<file path="config.mk">
export PLATFORM = sky130hd
export DESIGN_NAME = joystick_code_lock_with_stepper_unit
export DESIGN_NICKNAME = d
export VERILOG_FILES = /design/src/hw/rtl/jcls_pkg.sv /design/src/hw/rtl/joystick_code_lock_with_stepper_unit.sv
export SDC_FILE = /design/constraint.sdc
export NUM_CORES = 1
export LEC_CHECK = 0
export ABC_AREA = 0
export BUFFER_PORTS_ARGS = -buffer_cell sky130_fd_sc_hd__buf_2
export CORE_MARGIN = 2
export CORE_UTILIZATION = 60
export CTS_BUF_LIST = sky130_fd_sc_hd__clkbuf_4 sky130_fd_sc_hd__clkbuf_8
export DETAILED_ROUTE_END_ITERATION = 16
export GPL_TIMING_DRIVEN = 1
export PLACE_DENSITY = 0.82
export REMOVE_ABC_BUFFERS = 1
export SYNTH_ARGS = -nofsm -noshare
export SYNTH_HDL_FRONTEND = slang
export SYNTH_SLANG_ARGS = --single-unit
</file>
<file path="constraint.sdc">
create_clock -name clk_i -period 5 [get_ports clk_i]
set_input_delay 0.5 -clock clk_i [delete_from_list [all_inputs] [get_ports clk_i]]
set_output_delay 0.5 -clock clk_i [all_outputs]
set_load 0.1 [all_outputs]
</file>
<file path="src/hw/rtl/jcls_pkg.sv">
// Package for the joystick code lock with stepper: widths, constants,
// register map, entry codes, result struct and lookup functions.
// Used by joystick_code_lock_with_stepper_unit; depends on nothing.
`default_nettype none

package jcls_pkg;

  localparam int CODE_LENGTH = 4;
  localparam int SAMPLE_BITS = 10;
  localparam int IDX_W       = $clog2(CODE_LENGTH + 1);
  localparam int POS_W       = (CODE_LENGTH > 1) ? $clog2(CODE_LENGTH) : 1;
  localparam int CODE_W      = 3;
  localparam int STEPS_W     = 10;
  localparam int ERR_W       = 12;
  localparam int BLINK_W     = 10;
  localparam int ADDR_W      = 5;

  // LED timing, in milliseconds per scheduled update
  localparam logic [ERR_W-1:0]   ERR_STEP   = ERR_W'(50);
  localparam logic [ERR_W-1:0]   ERR_LEN    = ERR_W'(4000);
  localparam logic [BLINK_W-1:0] BLINK_STEP = BLINK_W'(50);
  localparam logic [BLINK_W-1:0] BLINK_HALF = BLINK_W'(500);

  // Register map: word index in paddr[4:2]
  localparam logic [2:0] REG_HIGH_THR   = 3'd0;
  localparam logic [2:0] REG_LOW_THR    = 3'd1;
  localparam logic [2:0] REG_CODE_FIRST = 3'd2;
  localparam logic [2:0] REG_CODE_SEC   = 3'd3;
  localparam logic [2:0] REG_CODE_THIRD = 3'd4;
  localparam logic [2:0] REG_CODE_FOUR  = 3'd5;
  localparam logic [2:0] REG_MOVE_STEPS = 3'd6;

  // Direction codes
  localparam logic [2:0] DIR_CENTRE = 3'd0;
  localparam logic [2:0] DIR_RIGHT  = 3'd1;
  localparam logic [2:0] DIR_DOWN   = 3'd2;
  localparam logic [2:0] DIR_LEFT   = 3'd3;
  localparam logic [2:0] DIR_UP     = 3'd4;

  // Entry sequencer codes
  localparam logic [1:0] ENT_WAIT_CENTRE  = 2'd0;
  localparam logic [1:0] ENT_WAIT_RELEASE = 2'd1;
  localparam logic [1:0] ENT_PROCESS      = 2'd2;

  localparam logic [3:0] TICK_LAST = 4'd9;
  localparam logic [3:0] TICK_MID  = 4'd5;

  typedef struct packed {
    logic [3:0] coil;
    logic [1:0] led;
    logic [7:0] segment;
    logic [2:0] direction;
    logic       locked;
    logic       running;
  } result_t;

  function automatic logic [7:0] seg_lookup(input logic [2:0] dir);
    logic [7:0] seg;
    unique case (dir)
      DIR_RIGHT: seg = 8'b0111_1100;
      DIR_DOWN:  seg = 8'b0000_1001;
      DIR_LEFT:  seg = 8'b0111_1001;
      DIR_UP:    seg = 8'b0001_1100;
      default:   seg = 8'b0000_0001;
    endcase
    return seg;
  endfunction

  function automatic logic [3:0] coil_lookup(input logic [1:0] step);
    logic [3:0] coil;
    unique case (step)
      2'd0:    coil = 4'b0001;
      2'd1:    coil = 4'b0010;
      2'd2:    coil = 4'b0100;
      default: coil = 4'b1000;
    endcase
    return coil;
  endfunction

endpackage

`default_nettype wire

</file>
<file path="src/hw/rtl/joystick_code_lock_with_stepper_unit.sv">
// Joystick code lock with stepper latch: tick scheduler, direction classifier,
// code entry, LED status, wave-drive stepper and APB register file.
// Depends on jcls_pkg.
//
//   channel   direction  handshake                 payload
//   in        sink       in_valid_i / in_stall_o   x_sample_i, y_sample_i
//   out       source     out_valid_o / out_stall_i coil, led, segment, direction,
//                                                  is_locked, motor_running
//   config    APB slave  psel/penable/pwrite       paddr, pwdata, prdata
//
// One item per cycle while in_stall_o is low: the whole tick update is done in
// the accept cycle, and the result is registered in the output or skid register.
// A two-entry output (result register plus skid register) lets an item be taken
// while the previous result is stalled; in_stall_o rises only when both are full.
// Reset is asynchronous and puts the lock in the locked state with the motor idle.
`default_nettype none

module joystick_code_lock_with_stepper_unit (
  input  wire logic                          clk_i,
  input  wire logic                          rst_ni,
  input  wire logic                          in_valid_i,
  output logic                               in_stall_o,
  input  wire logic [jcls_pkg::SAMPLE_BITS-1:0] x_sample_i,
  input  wire logic [jcls_pkg::SAMPLE_BITS-1:0] y_sample_i,
  output logic                               out_valid_o,
  input  wire logic                          out_stall_i,
  output logic [3:0]                         coil_pattern_o,
  output logic [1:0]                         led_pattern_o,
  output logic [7:0]                         segment_pattern_o,
  output logic [2:0]                         joy_direction_o,
  output logic                               is_locked_o,
  output logic                               motor_running_o,
  input  wire logic                          psel,
  input  wire logic                          penable,
  input  wire logic                          pwrite,
  input  wire logic [jcls_pkg::ADDR_W-1:0]   paddr,
  input  wire logic [31:0]                   pwdata,
  output logic [31:0]                        prdata,
  output logic                               pready
);

  import jcls_pkg::*;

  // configuration
  logic [SAMPLE_BITS-1:0] high_thr_q, low_thr_q;
  logic [CODE_W-1:0]      code_q [4];
  logic [STEPS_W-1:0]     move_steps_q;

  // tick state
  logic [3:0]         tick_q, tick_d;
  logic [2:0]         dir_q, dir_d;
  logic [1:0]         entry_st_q, entry_st_d;
  logic [CODE_W-1:0]  entry_buf_q [CODE_LENGTH];
  logic [IDX_W-1:0]   entry_idx_q, entry_idx_d;
  logic               buf_we;
  logic               locked_q, locked_d;
  logic               reverse_q, reverse_d;
  logic               request_q, request_d;
  logic               busy_q, busy_d;
  logic [2:0]         phase_q, phase_d;
  logic [STEPS_W-1:0] steps_q, steps_d;
  logic               err_q, err_d;
  logic [ERR_W-1:0]   err_time_q, err_time_d;
  logic [BLINK_W-1:0] blink_time_q, blink_time_d;
  logic               blink_q, blink_d;
  logic [3:0]         coil_q, coil_d;
  logic [7:0]         seg_q, seg_d;
  logic [1:0]         led_q, led_d;

  // output register and skid
  result_t res_d, out_q, skid_q;
  logic    out_vld_q, skid_vld_q;
  logic    in_acc, out_free;

  logic cfg_we;
  logic main_slot;
  logic code_ok;

  assign pready = 1'b1;
  assign cfg_we = psel & penable & pwrite;

  always_ff @(posedge clk_i or negedge rst_ni) begin
    if (!rst_ni) begin
      high_thr_q   <= SAMPLE_BITS'(800);
      low_thr_q    <= SAMPLE_BITS'(200);
      code_q[0]    <= DIR_RIGHT;
      code_q[1]    <= DIR_LEFT;
      code_q[2]    <= DIR_UP;
      code_q[3]    <= DIR_DOWN;
      move_steps_q <= STEPS_W'(512);
    end else if (cfg_we) begin
      unique case (paddr[4:2])
        REG_HIGH_THR:   high_thr_q   <= pwdata[SAMPLE_BITS-1:0];
        REG_LOW_THR:    low_thr_q    <= pwdata[SAMPLE_BITS-1:0];
        REG_CODE_FIRST: code_q[0]    <= pwdata[CODE_W-1:0];
        REG_CODE_SEC:   code_q[1]    <= pwdata[CODE_W-1:0];
        REG_CODE_THIRD: code_q[2]    <= pwdata[CODE_W-1:0];
        REG_CODE_FOUR:  code_q[3]    <= pwdata[CODE_W-1:0];
        REG_MOVE_STEPS: move_steps_q <= pwdata[STEPS_W-1:0];
        default: ;
      endcase
    end
  end

  always_comb begin
    unique case (paddr[4:2])
      REG_HIGH_THR:   prdata = 32'(high_thr_q);
      REG_LOW_THR:    prdata = 32'(low_thr_q);
      REG_CODE_FIRST: prdata = 32'(code_q[0]);
      REG_CODE_SEC:   prdata = 32'(code_q[1]);
      REG_CODE_THIRD: prdata = 32'(code_q[2]);
      REG_CODE_FOUR:  prdata = 32'(code_q[3]);
      REG_MOVE_STEPS: prdata = 32'(move_steps_q);
      default:        prdata = 32'd0;
    endcase
  end

  assign in_stall_o = skid_vld_q;
  assign in_acc     = in_valid_i & ~skid_vld_q;
  assign main_slot  = (tick_q == 4'd0) || (tick_q == TICK_MID);

  // compare every position against its code register
  always_comb begin
    code_ok = 1'b1;
    for (int i = 0; i < CODE_LENGTH; i++) begin
      if (entry_buf_q[i] != code_q[i % 4]) code_ok = 1'b0;
    end
  end

  always_comb begin
    logic [ERR_W-1:0]   err_sum;
    logic [BLINK_W-1:0] blink_sum;
    logic               blink_tmp;

    tick_d       = (tick_q >= TICK_LAST) ? 4'd0 : tick_q + 4'd1;
    dir_d        = dir_q;
    seg_d        = seg_q;
    entry_st_d   = entry_st_q;
    entry_idx_d  = entry_idx_q;
    buf_we       = 1'b0;
    locked_d     = locked_q;
    reverse_d    = reverse_q;
    request_d    = request_q;
    err_d        = err_q;
    err_time_d   = err_time_q;
    blink_time_d = blink_time_q;
    blink_d      = blink_q;
    led_d        = led_q;
    busy_d       = busy_q;
    phase_d      = phase_q;
    steps_d      = steps_q;
    coil_d       = coil_q;
    err_sum      = '0;
    blink_sum    = '0;
    blink_tmp    = 1'b0;

    if (main_slot) begin
      priority if (x_sample_i > high_thr_q) dir_d = DIR_RIGHT;
      else if (x_sample_i < low_thr_q)      dir_d = DIR_LEFT;
      else if (y_sample_i > high_thr_q)     dir_d = DIR_DOWN;
      else if (y_sample_i < low_thr_q)      dir_d = DIR_UP;
      else                                  dir_d = DIR_CENTRE;
    end
    if (tick_q == 4'd0) seg_d = seg_lookup(dir_d);

    if (main_slot) begin
      // code entry
      unique case (entry_st_q)
        ENT_WAIT_RELEASE: begin
          if (dir_d == DIR_CENTRE) begin
            entry_idx_d = entry_idx_q + IDX_W'(1);
            entry_st_d  = (entry_idx_d >= IDX_W'(CODE_LENGTH)) ? ENT_PROCESS
                                                               : ENT_WAIT_CENTRE;
          end
        end
        ENT_PROCESS: begin
          if (code_ok) begin
            locked_d  = ~locked_q;
            reverse_d = ~locked_q;
            request_d = 1'b1;
          end else begin
            err_d        = 1'b1;
            err_time_d   = '0;
            blink_time_d = '0;
          end
          entry_idx_d = '0;
          entry_st_d  = ENT_WAIT_CENTRE;
        end
        default: begin
          if (dir_d != DIR_CENTRE) begin
            buf_we     = (entry_idx_q < IDX_W'(CODE_LENGTH));
            entry_st_d = ENT_WAIT_RELEASE;
          end
        end
      endcase

      // LEDs: motor first, then error blink, then entry count
      priority if (busy_q) begin
        led_d = 2'b11;
      end else if (err_d) begin
        err_sum   = err_time_d + ERR_STEP;
        blink_sum = blink_time_d + BLINK_STEP;
        blink_tmp = blink_d;
        if (blink_sum >= BLINK_HALF) begin
          blink_sum = blink_sum - BLINK_HALF;
          blink_tmp = ~blink_tmp;
        end
        err_time_d   = err_sum;
        blink_time_d = blink_sum;
        blink_d      = blink_tmp;
        led_d        = blink_tmp ? 2'b11 : 2'b00;
        if (err_sum >= ERR_LEN) begin
          err_d = 1'b0;
          led_d = 2'b00;
        end
      end else begin
        led_d = (entry_idx_d >= IDX_W'(1) && entry_idx_d <= IDX_W'(3))
                ? entry_idx_d[1:0] : 2'b00;
      end
    end

    // stepper, every tick
    if (!busy_q) begin
      if (request_d) begin
        request_d = 1'b0;
        busy_d    = 1'b1;
        steps_d   = move_steps_q;
      end
    end else begin
      coil_d  = coil_lookup(phase_q[2:1]);
      phase_d = reverse_d ? phase_q + 3'd6 : phase_q + 3'd2;
      if (steps_q <= STEPS_W'(1)) begin
        steps_d = '0;
        busy_d  = 1'b0;
      end else begin
        steps_d = steps_q - STEPS_W'(1);
      end
    end

    res_d.coil      = coil_d;
    res_d.led       = led_d;
    res_d.segment   = seg_d;
    res_d.direction = dir_d;
    res_d.locked    = locked_d;
    res_d.running   = busy_d;
  end

  always_ff @(posedge clk_i or negedge rst_ni) begin
    if (!rst_ni) begin
      tick_q       <= '0;
      dir_q        <= DIR_CENTRE;
      entry_st_q   <= ENT_WAIT_CENTRE;
      entry_idx_q  <= '0;
      locked_q     <= 1'b1;
      reverse_q    <= 1'b0;
      request_q    <= 1'b0;
      busy_q       <= 1'b0;
      phase_q      <= '0;
      steps_q      <= '0;
      err_q        <= 1'b0;
      err_time_q   <= '0;
      blink_time_q <= '0;
      blink_q      <= 1'b0;
      coil_q       <= '0;
      seg_q        <= '0;
      led_q        <= '0;
    end else if (in_acc) begin
      tick_q       <= tick_d;
      dir_q        <= dir_d;
      entry_st_q   <= entry_st_d;
      entry_idx_q  <= entry_idx_d;
      locked_q     <= locked_d;
      reverse_q    <= reverse_d;
      request_q    <= request_d;
      busy_q       <= busy_d;
      phase_q      <= phase_d;
      steps_q      <= steps_d;
      err_q        <= err_d;
      err_time_q   <= err_time_d;
      blink_time_q <= blink_time_d;
      blink_q      <= blink_d;
      coil_q       <= coil_d;
      seg_q        <= seg_d;
      led_q        <= led_d;
    end
  end

  // entry buffer: one write port, every entry read at its own place
  always_ff @(posedge clk_i) begin
    if (in_acc && buf_we) entry_buf_q[entry_idx_q[POS_W-1:0]] <= dir_d;
  end

  // output register with skid: park the new item when the result is stalled
  assign out_free = ~out_vld_q | ~out_stall_i;

  always_ff @(posedge clk_i or negedge rst_ni) begin
    if (!rst_ni) begin
      out_vld_q  <= 1'b0;
      skid_vld_q <= 1'b0;
    end else if (out_free) begin
      out_vld_q  <= skid_vld_q | in_acc;
      skid_vld_q <= 1'b0;
    end else if (in_acc) begin
      skid_vld_q <= 1'b1;
    end
  end

  always_ff @(posedge clk_i) begin
    if (out_free) begin
      out_q <= skid_vld_q ? skid_q : res_d;
    end else if (in_acc) begin
      skid_q <= res_d;
    end
  end

  assign out_valid_o       = out_vld_q;
  assign coil_pattern_o    = out_q.coil;
  assign led_pattern_o     = out_q.led;
  assign segment_pattern_o = out_q.segment;
  assign joy_direction_o   = out_q.direction;
  assign is_locked_o       = out_q.locked;
  assign motor_running_o   = out_q.running;

endmodule

`default_nettype wire

</file>
Word level (Yosys, flattened, before mapping)
Memory sizes are Yosys's and may differ from the RTL's.
Cells that the tools add are included.
Cells by class
  add/subtract/negate cells: 8
  multipliers: 0
  divide/modulo/power cells: 0
  $lt $le $gt $ge: 12
  equal/unequal tests: 20
  shift-type cells: 0
  muxes and demuxes: 74
  bitwise gates (word level): 12
  reductions and logical operators: 25
Operators with widths (count)
  2-to-1 mux 10 bit: 9
  case mux 10 bit (7 select lines): 1
  2-to-1 mux 12 bit: 5
  2-to-1 mux 1 bit: 34
  case mux 7 bit (4 select lines): 1
  2-to-1 mux 3 bit: 8
  AND reduction 2 bit: 11
  > comparator 10 bit: 2
  < comparator 10 bit: 2
  2-to-1 mux 19 bit: 1
  2-to-1 mux 2 bit: 9
  adder 12 x 6 -> 12 bit, second input constant: 1
  == test 3 x 2 -> 1 bit, second input constant: 4
  == test 3 bit, second input constant: 4
  greater-or-equal comparator 12 bit, second input constant: 1
  inequality test 3 bit: 4
  case mux 4 bit (3 select lines): 1
  adder 10 x 6 -> 10 bit, second input constant: 1
  greater-or-equal comparator 10 x 9 -> 1 bit, second input constant: 1
  less-or-equal comparator 10 x 1 -> 1 bit, second input constant: 1
  subtractor 10 x 1 -> 10 bit, second input constant: 1
  subtractor 10 x 9 -> 10 bit, second input constant: 1
  2-to-1 mux 4 bit: 2
  2-to-1 mux 8 bit: 1
  other kinds (28): 45
Word-level totals
  bits in registers: 149
  bits in latches: 0
  RAM bits: 12
  bits in read-only memories: 0
  input port bits: 64
  output and inout bits: 54
  word-level logic and storage cells: 190
  memories: 1
Memories
  entry_buf_q: depth 4, width 3, rd ports 4, clocked after memory_dff 0, wr ports 1, RTL line joystick_code_lock_with_stepper_unit.sv:53  | logic [CODE_W-1:0] entry_buf_q [CODE_LENGTH];

Longest topological paths before layout
Gate-level depths: netlist of the first run.
An unclocked memory read counts as a cell.
  word-level depth: 21
  mapped depth: 19
  gate-level depth less buffers: 16

Worst setup path after synthesis of the first run
Ideal clock, no wire load.
  kind: input-to-output
  from: input port paddr[2] (netlist name)
  to: output port prdata[3]
  arrival: 3.384 ns
  required time: 4.500 ns
  setup slack: 1.116 ns
  stages: 4
  path buffers: 2
  cells stage by stage: clkbuf_1 > clkbuf_1 > mux2i_1 > o21ai_0
On the way
  word-level cells in the longest chain between the ends: 2
  elaborated cells between the ends (all ways): 8
  those cells by class: 6 x eq/ne; 1 x mux; 1 x reduce/logical
Ends and longest elaborated chain
  from (decl): RTL line joystick_code_lock_with_stepper_unit.sv:36  | input wire logic [jcls_pkg::ADDR_W-1:0] paddr,
  == test 3 bit (tied with other cells): RTL line joystick_code_lock_with_stepper_unit.sv:106  | unique case (paddr[4:2])
  case mux 10 bit (7 select lines) (*): RTL line joystick_code_lock_with_stepper_unit.sv:106
  to (decl): RTL line joystick_code_lock_with_stepper_unit.sv:38  | output logic [31:0] prdata,
Mark *: on every way between the ends. The rest lies on a longest branch, timed or not.

Worst setup path in the final report of the first run
  from: register code_q[9] (netlist name)
  to: register blink_time_q[8]
On the way
  word-level cells in the longest chain between the ends: 13
  elaborated cells between the ends (all ways): 17
  those cells by class: 2 x add/sub; 1 x order compare; 1 x eq/ne; 13 x mux
Ends and longest elaborated chain
  from (decl): RTL line joystick_code_lock_with_stepper_unit.sv:46  | logic [CODE_W-1:0] code_q [4];
  inequality test 3 bit (*): RTL line joystick_code_lock_with_stepper_unit.sv:126  | if (entry_buf_q[i] != code_q[i % 4]) code_ok = 1'b0;
  2-to-1 mux 1 bit (*) (4 in a row): RTL line joystick_code_lock_with_stepper_unit.sv:126
  2-to-1 mux 10 bit: RTL line joystick_code_lock_with_stepper_unit.sv:177  | if (code_ok) begin
  2-to-1 mux 10 bit: RTL line joystick_code_lock_with_stepper_unit.sv:168  | unique case (entry_st_q)
  2-to-1 mux 10 bit: RTL line joystick_code_lock_with_stepper_unit.sv:166  | if (main_slot) begin
  adder 10 x 6 -> 10 bit: RTL line joystick_code_lock_with_stepper_unit.sv:202  | blink_sum = blink_time_d + BLINK_STEP;
  subtractor 10 x 9 -> 10 bit / greater-or-equal comparator 10 x 9 -> 1 bit (equally long branches): RTL line joystick_code_lock_with_stepper_unit.sv:205, joystick_code_lock_with_stepper_unit.sv:204
  2-to-1 mux 10 bit: RTL line joystick_code_lock_with_stepper_unit.sv:204  | if (blink_sum >= BLINK_HALF) begin
  2-to-1 mux 10 bit: RTL line joystick_code_lock_with_stepper_unit.sv:200  | end else if (err_d) begin
  2-to-1 mux 10 bit (*): RTL line joystick_code_lock_with_stepper_unit.sv:198  | priority if (busy_q) begin
  to (signal assigned): RTL line joystick_code_lock_with_stepper_unit.sv:280  | blink_time_q <= blink_time_d;
  to (decl): RTL line joystick_code_lock_with_stepper_unit.sv:64  | logic [BLINK_W-1:0] blink_time_q, blink_time_d;
Mark *: on every way between the ends. The rest lies on a longest branch, timed or not. The select of a mux whose other input is x is not followed.
A chain may end at the register's enable or synchronous reset.

==> flow_summary.yaml, run 1 <==
run_status:
  status: "finished, final reports clean"
sta:
  slew_headroom_pct: 36.7
  skew_ps: 12.0
  tightestPinTransition_ps: 945
  finalSetupTns_ps: 0
  finalSetupViolations: 0
  rsz0062_at_grt: "no"
  finalHoldViolCount: 0
  period_share_pct: 82.0
  min_period_ps: 4100
  slew_viol_final: 0
  max_freq_ghz: 0.244
global_route:
  grt_max_degree: 59
  antenna_found_initial: 0
  grt_pass1_wl_um: 34200
  grt_pass1_vias: 6892
  grt_use_total_pct: 26.6
  gr-total-overflow: 0
floorplan:
  core_region_area_um2: 15100
  pin_count: 118
  initial_core_util_pct: 61.1
  fp.dieW_um: 128
  rows: 45
  die_h_um: 128
  die-area_um2: 16400
clock_tree:
  cts_buffer_depth: 2
  cts_resized: 0
  cts-root-buf: "clkbuf_8"
  postCtsSetupBuffers: 0
  cts_max_level: 4
  cts_tree: "yes"
  cts_sinks: 159
  clock_latency_ps: 460
  cts_hold_buf: 0
  cts_buffers: 17
  clk_pin_slew_ps: 80
logic_synthesis:
  synthTopCellsByArea: "dfrtp_1, edfxtp_1, ha_1, mux2_2, nand2_1"
  synthSimpleGateAreaFrac_pct: 15.0
  synth_common_cells: "nand2_1, dfrtp_1, o21ai_0"
  synth_top_family_by_area: "simple AND/OR/NAND/NOR gates"
  yosysWarnings: 0
  syn_avg_cell_area_um2: 10.1
  synthFlopType: "dfrtp_1"
  synthMuxAreaShare_pct: 8.57
  synth_area_um2: 9210
  synth-xor-area-share_pct: 3.33
  synth_cells: 914
  async_flop_share_pct: 68.6
  ys_ff_latch: 159
  synthAdderAreaFrac_pct: 7.20
  synth_compound_area_share_pct: 14.7
  synth-seq-area-share_pct: 46.1
  yosysMostFrequentCell: "nand2_1"
  ys_types: 77
  synth_edf_count: 50
  yosysTopAreaCellShare_pct: 26.1
  yosysTopAreaCell: "dfrtp_1"
setup_path:
  worstPathArrival_ps: 4450
  max_stage_delay_ps: 590
  start_kind: "flop"
  path_max_fanout: 8
  cpMaxStageDelayCell: "o31ai_1"
  crit_type: "flop to flop"
  crit_chain: "xnor2_1 -> nand4_1 -> o31ai_1 -> and2_1 -> ha_1 -> xnor2_1 -> inv_1 -> ha_1 -> o21ai_0 -> nand2_1 -> o41a_1 -> or2_1 -> o32a_1 -> a31oi_1 -> o21bai_1"
  required_ps: 5350
  end_kind: "flop"
routing:
  via_per_inst: 6.01
  wl_per_cell_um: 17.4
  vias: 7093
  postRouteAntennaNets: 0
  post-route-drc-count: 0
  drt-total-wl_um: 20600
  dr.pass1.iters: 6
  drt_iter0_markers: 589
power:
  p_int_uw: 3070
  cellPowerDensity_nw_per_um2: 558
  p_switching_uw: 2520
  power_uw: 5600
  combPwrFrac_pct: 44.9
  clockPowerShare_pct: 17.6
  power_frac_seq_pct: 37.6
  switching_share_pct: 45.1
  vdd_drop_max_mv: 0.280
  leakage_uw: 0.00440
layout:
  diodes: 0
  multi_input_area_um2: 4590
  fillCellCount: 1165
  synthToLayoutAreaGrowth_pct: 8.96
  drive_gt1_share_pct: 19.1
  nets: 1097
  regArea_um2: 4250
place:
  portBuffers: 70
  finalWeightedCongestion: 0.884
  dp_hpwl_um: 14900
flow_run:
  maxCapViolations: 0
worst_hold_path:
  hp-class: "input port to asynchronous set/reset pin"
[worst paths after layout]
check                                from              end  slack (ps)  cells after the start
max in group asynchronous          rst_ni   entry_idx_q[0]        3770                      2
worst max-delay path            code_q[9]  blink_time_q[8]         900                     15
min in group clk_i              pwdata[3]     low_thr_q[3]         270                      3
worst min register to register   seg_q[7]         seg_q[7]         480                      1
worst max register to register  code_q[9]  blink_time_q[8]         900                     15
worst min-delay path               rst_ni  move_steps_q[7]         100                      1
[state kept, by name (all words and copies together) (netlist names), 8 cells and up]
name,flops
skid_q,19
code_q,12
entry_buf_q,12
err_time_q,11
blink_time_q,10
high_thr_q,10
low_thr_q,10
move_steps_q,10
steps_q,10
seg_q,8
segment_pattern_o,8
[metal layers]
| layer | track usage [%] | share of wire, % | up-vias |
|---|---|---|---|
| met5 | 0 | 0 | - |
| met4 | 8.53 | 1.7 | 0 |
| met3 | 5.30 | 4.8 | 33 |
| met2 | 42.6 | 48 | 208 |
| met1 | 36.6 | 45 | 3462 |
| li1 | - | - | 3390 |
[power groups by stage]
stage	clock [uW]	sequential (uW)	combinational, uW
floorplan	0	2470	1550
global placement	0	2100	2420
detailed placement	0	2120	2480
CTS	996	2100	2500
global route	1050	2150	2770
finish	984	2100	2510
[final cells by class]
class,instances,area share [%]
Sequential cell,159,42.3
Timing Repair Buffer,77,4.04
Inverter,41,1.53
Tap cell,188,2.34
Clock buffer,24,3.04
Clock inverter,8,1.03
Multi-Input combinational cell,684,45.7
[cell usage in the layout, fill, tap and decap left out, types with 5 or more instances in the layout]
master,instances
nand4_1,10
o31ai_1,11
edfxtp_1,50
o22ai_1,6
xnor2_1,23
mux2_2,51
a211oi_1,5
a21o_1,9
dfstp_2,13
a21oi_1,43
nand2b_1,17
ha_1,53
o41ai_1,5
a31oi_1,6
xor2_1,12
inv_1,40
buf_2,69
o21ai_0,70
nor2_1,53
conb_1,23
a22oi_1,5
mux2i_1,17
o21a_1,7
nand2_1,110
nand3_1,26
and2_1,15
nor2b_1,6
o211ai_1,6
nor3_1,24
buf_4,8
clkbuf_8,20
dfrtp_1,96
[cells by family (layout without fill, tap and decap cells)]
logic type      Yosys count  count (layout)
compound gates          211             211
xor+xnor                 35              35
fa+ha+maj                53              53
buf+inv                  92             150
flops                   159             159
mux                      70              70
other cells               2              23
simple gates            292             292
[stage by stage]
step                setup slack, ps  utilization [%]  area, um^2  hold WS (ps)  std cells
finish                          900             66.5       10000          95.0       1181
global route                    698             66.5       10000           143       1181
CTS                             983             66.5       10000           105       1181
detailed placement             1010             63.8        9630           463       1149
global placement               1050             63.8        9630           461       1149
floorplan                      1020                -        8990           204        884
[critical path: cells and delay by family (launching register included)]
kind	cells	cell delay [ps]
flops	1	560
simple gates	4	770
buf+inv	1	100
fa+ha+maj	2	590
compound gates	6	1640
xor+xnor	2	330
No activity file was read; power rests on OpenSTA's default activity.
==> inputs of run 2 (changes only) <==
--- a/config.mk
+++ b/config.mk
@@ -5,14 +5,14 @@
 export SDC_FILE = /design/constraint.sdc
 export NUM_CORES = 1
 export LEC_CHECK = 0
-export ABC_AREA = 0
+export ABC_AREA = 1
 export BUFFER_PORTS_ARGS = -buffer_cell sky130_fd_sc_hd__buf_2
 export CORE_MARGIN = 2
-export CORE_UTILIZATION = 60
+export CORE_UTILIZATION = 61
 export CTS_BUF_LIST = sky130_fd_sc_hd__clkbuf_4 sky130_fd_sc_hd__clkbuf_8
 export DETAILED_ROUTE_END_ITERATION = 16
 export GPL_TIMING_DRIVEN = 1
-export PLACE_DENSITY = 0.82
+export PLACE_DENSITY = 0.83
 export REMOVE_ABC_BUFFERS = 1
 export SYNTH_ARGS = -nofsm -noshare
 export SYNTH_HDL_FRONTEND = slang
==> constraint.sdc (replaced) <==
create_clock -name clk_i -period 4 [get_ports clk_i]
set_input_delay 0.4 -clock clk_i [delete_from_list [all_inputs] [get_ports clk_i]]
set_output_delay 0.4 -clock clk_i [all_outputs]
set_load 0.1 [all_outputs]
==> flow_summary.yaml, run 2 <==
logic_synthesis:
  synthTopCellsByArea: "dfrtp_1, edfxtp_1, nand2_1, ha_1, inv_1"
  yosysTopAreaCellShare_pct: 25.6
  syn_avg_cell_area_um2: 8.14
  synth_area_um2: 9400
  synthFlopType: "dfrtp_1"
  synth-seq-area-share_pct: 45.2
  synth_cells: 1155
  synth_edf_count: 50
  yosysMostFrequentCell: "nand2_1"
  ys_types: 55
  yosysWarnings: 0
  synth_common_cells: "nand2_1, inv_1, o21ai_0"
  yosysTopAreaCell: "dfrtp_1"
  ys_ff_latch: 159
  async_flop_share_pct: 68.6
layout:
  final_area_um2: 10200
  final_common_cell: "nand2_1"
  final_cell_mix: "nand2_1, inv_1, o21ai_0, dfrtp_1, nor2_1"
  synthToLayoutAreaGrowth_pct: 8.90
  largest_reg_flops: 19
  drive_gt1_share_pct: 14.2
  regMostFlops: "skid_q"
  nets: 1344
  regArea_um2: 4250
  stdcell_count: 1428
  diodes: 0
  multi_input_area_um2: 4300
  fillCellCount: 1189
global_route:
  grtUsageMet2_pct: 40.4
  grt_pass1_wl_um: 33500
  grt_max_degree: 53
  met3_usage_pct: 5.01
  grt_pass1_vias: 7289
  grt_use_total_pct: 25.3
  antenna_found_initial: 0
  top_usage_layer: "met2"
  gr-total-overflow: 0
  grt_use_met1_pct: 34.2
floorplan:
  rows: 45
  die-area_um2: 16400
  fp.dieW_um: 128
  core_region_area_um2: 15100
  initial_core_util_pct: 62.1
  pin_count: 118
  die_h_um: 128
clock_tree:
  cts-root-buf: "clkbuf_8"
  clk_pin_slew_ps: 90
  postCtsSetupBuffers: 0
  cts_tree: "yes"
  clock_latency_ps: 470
  cts_resized: 0
  cts_sinks: 159
  cts_max_level: 4
  cts_buffer_depth: 2
  cts_buffers: 17
place:
  postPlaceCellArea_um2: 9840
  portBuffers: 70
  place_ws_ps: 478
  finalWeightedCongestion: 0.902
  dp_cells: 1395
  dp_hpwl_um: 14600
routing:
  dr.pass1.iters: 5
  drt-total-wl_um: 20100
  post-route-drc-count: 0
  postRouteAntennaNets: 0
  vias: 7839
  drt_iter0_markers: 603
  wl_per_cell_um: 14.1
  via_per_inst: 5.49
setup_path:
  path_max_fanout: 23
  crit_type: "flop to flop"
  worstPathArrival_ps: 3760
  r2r_start: "code_q[6]"
  required_ps: 4210
  critPathLaunch: "code_q[6]"
  start_kind: "flop"
  cpMaxStageDelayCell: "dfstp_2"
  max_stage_delay_ps: 570
  critPathMostFrequentCell: "nand2_1"
  crit_chain: "xnor2_1 -> nand2_1 -> nor2_1 -> nand3_2 -> nand2_4 -> inv_4 -> nor2_1 -> ha_1 -> xor2_1 -> ha_1 -> nand2_1 -> nand2_1 -> nand3_2 -> nand2_4 -> nand2_1 -> nand3_2 -> nand3_1 -> nand3_1 -> nand2_1"
  end_kind: "flop"
sta:
  finalSetupTns_ps: 0
  rsz0062_at_grt: "no"
  skew_ps: 22.1
  min_period_ps: 3550
  slew_headroom_pct: 18.9
  finalHoldViolCount: 0
  max_freq_ghz: 0.282
  tightestPinTransition_ps: 1210
  period_share_pct: 88.7
  slew_viol_final: 0
  finalSetupViolations: 0
  setup_slack_ps: 453
worst_hold_path:
  hp-start: "in_valid_i"
  hp-class: "input port to flop"
power:
  power_uw: 7330
  leakage_uw: 0.00496
  vdd_drop_max_mv: 0.311
  cellPowerDensity_nw_per_um2: 716
flow_run:
  maxCapViolations: 0
run_status:
  status: "finished, final reports clean"
## run 2: worst max-delay path, delay by kind of cell, from the launching register on
| kind | cells | cell delay, ps |
|---|---|---|
| AND/OR/NAND/NOR | 14 | 1680 |
| buffers and inverters | 1 | 110 |
| XOR/XNOR | 2 | 510 |
| flip-flops | 1 | 570 |
| adder cells (fa/ha/maj) | 2 | 420 |
## run 2: cell type report
class / instances / area share [%]
multi-input combinational: 804 / 42.0
sequential: 159 / 41.5
inverter: 163 / 6.01
timing repair buffer: 82 / 4.35
tap: 188 / 2.30
clock buffer: 17 / 2.29
clock inverter: 15 / 1.55
## run 2: path summary, 6_finish.rpt
check / endpoint / slack (ps) / cells past startpoint
max in group asynchronous: locked_q / 2580 / 3
min in group asynchronous: low_thr_q[5] / 480 / 2
worst min register to register: blink_time_q[0] / 480 / 2
worst min-delay path: out_valid_o / 150 / 3
worst max-delay path: led_pattern_o[0] / 450 / 19
worst max register to register: led_pattern_o[0] / 450 / 19
## run 2: report_power, final
group          internal, uW  switching (uW)
logic                  1030            2560
clock network           512             666
registers              2250             308
total                  3790            3530
## run 2: metrics by stage
step	util, %	hold slack (ps)
global route	67.6	163
detailed placement	64.9	458
global placement	64.9	454
finish	67.6	150
CTS	67.6	136
floorplan	-	104
## run 2: what timing repair did
action	CTS	global route
setup endpoints to repair	0	0
hold buffers	1	0
endpoints found under the hold margin	40	0
## run 2: logic make-up (layout without fill, tap and decap cells)
family                   after synthesis  after routing  share of synthesized area [%]
other                                  2             23                         0.0799
buffers and inverters                213            277                           9.90
AO/OA/AOI/OAI                        211            211                           12.7
flip-flops                           159            159                           45.2
XOR/XNOR                              27             27                           2.60
multiplexers                           1              1                          0.120
AND/OR/NAND/NOR                      489            489                           22.3
adder cells (fa/ha/maj)               53             53                           7.05
## run 2: routing by layer
layer / vias to the layer above / wire length, um
met5: - / 0
met4: 0 / 436
met3: 38 / 1060
met2: 241 / 9490
met1: 3688 / 9110
li1: 3872 / -
==> inputs of run 3 (changes only) <==
--- a/config.mk
+++ b/config.mk
@@ -12,7 +12,7 @@
 export CTS_BUF_LIST = sky130_fd_sc_hd__clkbuf_4 sky130_fd_sc_hd__clkbuf_8
 export DETAILED_ROUTE_END_ITERATION = 16
 export GPL_TIMING_DRIVEN = 1
-export PLACE_DENSITY = 0.83
+export PLACE_DENSITY = 0.91
 export REMOVE_ABC_BUFFERS = 1
 export SYNTH_ARGS = -nofsm -noshare
 export SYNTH_HDL_FRONTEND = slang
==> flow_summary.yaml, run 3 (same netlist as run 2, synthesis figures left out) <==
layout:
  nets: 1344
  final_common_cell: "nand2_1"
  synthToLayoutAreaGrowth_pct: 9.50
  regMostFlops: "skid_q"
  stdcell_count: 1428
  largest_reg_flops: 19
  final_cell_mix: "nand2_1, inv_1, o21ai_0, dfrtp_1, nor2_1"
  drive_gt1_share_pct: 14.3
  diodes: 0
  fillCellCount: 1083
power:
  leakage_uw: 0.00499
  vdd_drop_max_mv: 0.352
  cellPowerDensity_nw_per_um2: 737
clock_tree:
  cts-root-buf: "clkbuf_8"
  cts_buffer_depth: 2
  clock_latency_ps: 470
  cts_max_level: 4
  cts_buffers: 17
  clk_pin_slew_ps: 90
  cts_sinks: 159
  cts_tree: "yes"
routing:
  dr.pass1.iters: 6
  wl_met2_um: 11200
  drt_iter0_markers: 861
  drt-total-wl_um: 22000
  via_per_inst: 5.71
  m1WireLength_um: 8480
  wl_met3_um: 1450
  postRouteAntennaNets: 0
  post-route-drc-count: 0
  vias: 8158
  highest_layer: "met4"
  wl_per_cell_um: 15.4
global_route:
  grt_pass1_vias: 7879
  antenna_found_initial: 0
  grt_max_degree: 48
  gr-total-overflow: 0
  grt_pass1_wl_um: 35700
  grt_use_total_pct: 27.5
setup_path:
  crit_type: "flop to flop"
  required_ps: 4230
  start_kind: "flop"
  worstPathArrival_ps: 4030
  path_max_fanout: 23
  end_kind: "flop"
sta:
  tightestPinTransition_ps: 1180
  slew_viol_final: 0
  finalSetupViolations: 0
  max_freq_ghz: 0.263
  rsz0062_at_grt: "no"
  period_share_pct: 95.1
  finalSetupTns_ps: 0
  finalHoldViolCount: 0
  skew_ps: 16.6
  min_period_ps: 3810
  slew_headroom_pct: 20.7
flow_run:
  maxCapViolations: 0
place:
  finalWeightedCongestion: 0.906
  portBuffers: 70
  dp_cells: 1395
  dp_hpwl_um: 15400
floorplan:
  rows: 45
  die-area_um2: 16400
  die_h_um: 128
  core_region_area_um2: 15100
  fp.dieW_um: 128
  pin_count: 118
  initial_core_util_pct: 62.1
worst_hold_path:
  hp-class: "input port to flop"
run_status:
  status: "finished, final reports clean"
## run 3: cell types whose count changed in the layout (fill, tap and decap cells not counted), sizes merged
cell,previous run,this run
bufinv,1,3
clkbuf,17,18
clkinv,8,4
clkinvlp,4,2
inv,165,168
## run 3: where the power goes
part	leakage (uW)	internal (uW)	switching, uW
clock	0.000218	657	662
combinational	0.00300	1030	2670
sequential	0.00177	2250	322
total	0.00499	3940	3650
## run 3: path summary, 6_finish.rpt
check	cells after the start	end	slack, ps	startpoint
worst max-delay path	22	led_pattern_o[0]	190	code_q[5]
max in group asynchronous	3	err_time_q[2]	2670	rst_ni
worst min-delay path	3	high_thr_q[7]	170	pwdata[7]
worst max register to register	22	led_pattern_o[0]	190	code_q[5]
min in group asynchronous	2	code_q[11]	380	rst_ni
worst min register to register	2	blink_time_q[0]	490	blink_time_q[0]
## run 3: layout make-up
class,instances,area (um^2),share of cell area [%]
repair buffers,82,445,4.33
multi-input cells,804,4310,41.9
well taps,188,235,2.28
clock inverters,14,194,1.88
flip-flops and latches,159,4250,41.2
inverters,163,616,5.98
clock buffers,18,248,2.41
## run 3: critical path, stage by stage, from the launching register on
cell and delay, ps:
dfstp_2 560, nand2_1 50, nand2_1 80, nand2_1 80, nor2_1 200, nand3_2 160, nand2_4 300, inv_4 110
nor2_1 180, ha_1 270, nand3_1 170, nand2_1 130, nand3_1 80, nand2_2 100, nand2_1 110, nor2_4 120
nand3_2 100, nand2_4 180, nand2_1 120, nand3_2 110, nand3_1 120, nand3_1 130, nand2_1 80
## run 3: routing by layer
| metal | GRT usage, % | vias up |
|---|---|---|
| met4 | 14.0 | 0 |
| met3 | 4.97 | 80 |
| met5 | 0 | - |
| met2 | 48.1 | 379 |
| li1 | - | 3871 |
| met1 | 32.4 | 3828 |
## run 3: through the flow
| stage | utilization, % | power [uW] | hold slack [ps] | setup slack, ps | area, um^2 |
|---|---|---|---|---|---|
| CTS | 67.9 | 7540 | 152 | 196 | 10300 |
| floorplan | - | 5400 | 104 | 380 | 9170 |
| global route | 68.0 | 8090 | 175 | 16.1 | 10300 |
| finish | 68.0 | 7590 | 170 | 195 | 10300 |
| global placement | 64.9 | 5980 | 347 | 599 | 9840 |
| detailed placement | 64.9 | 6170 | 348 | 379 | 9840 |
## run 3: repair_timing
| action | CTS | global route |
|---|---|---|
| hold endpoints to repair | 20 | 0 |
| buffers inserted | 0 | 0 |
| resized for setup | 0 | 1 |
| setup endpoints to repair | 0 | 4 |
| hold buffers | 1 | 0 |
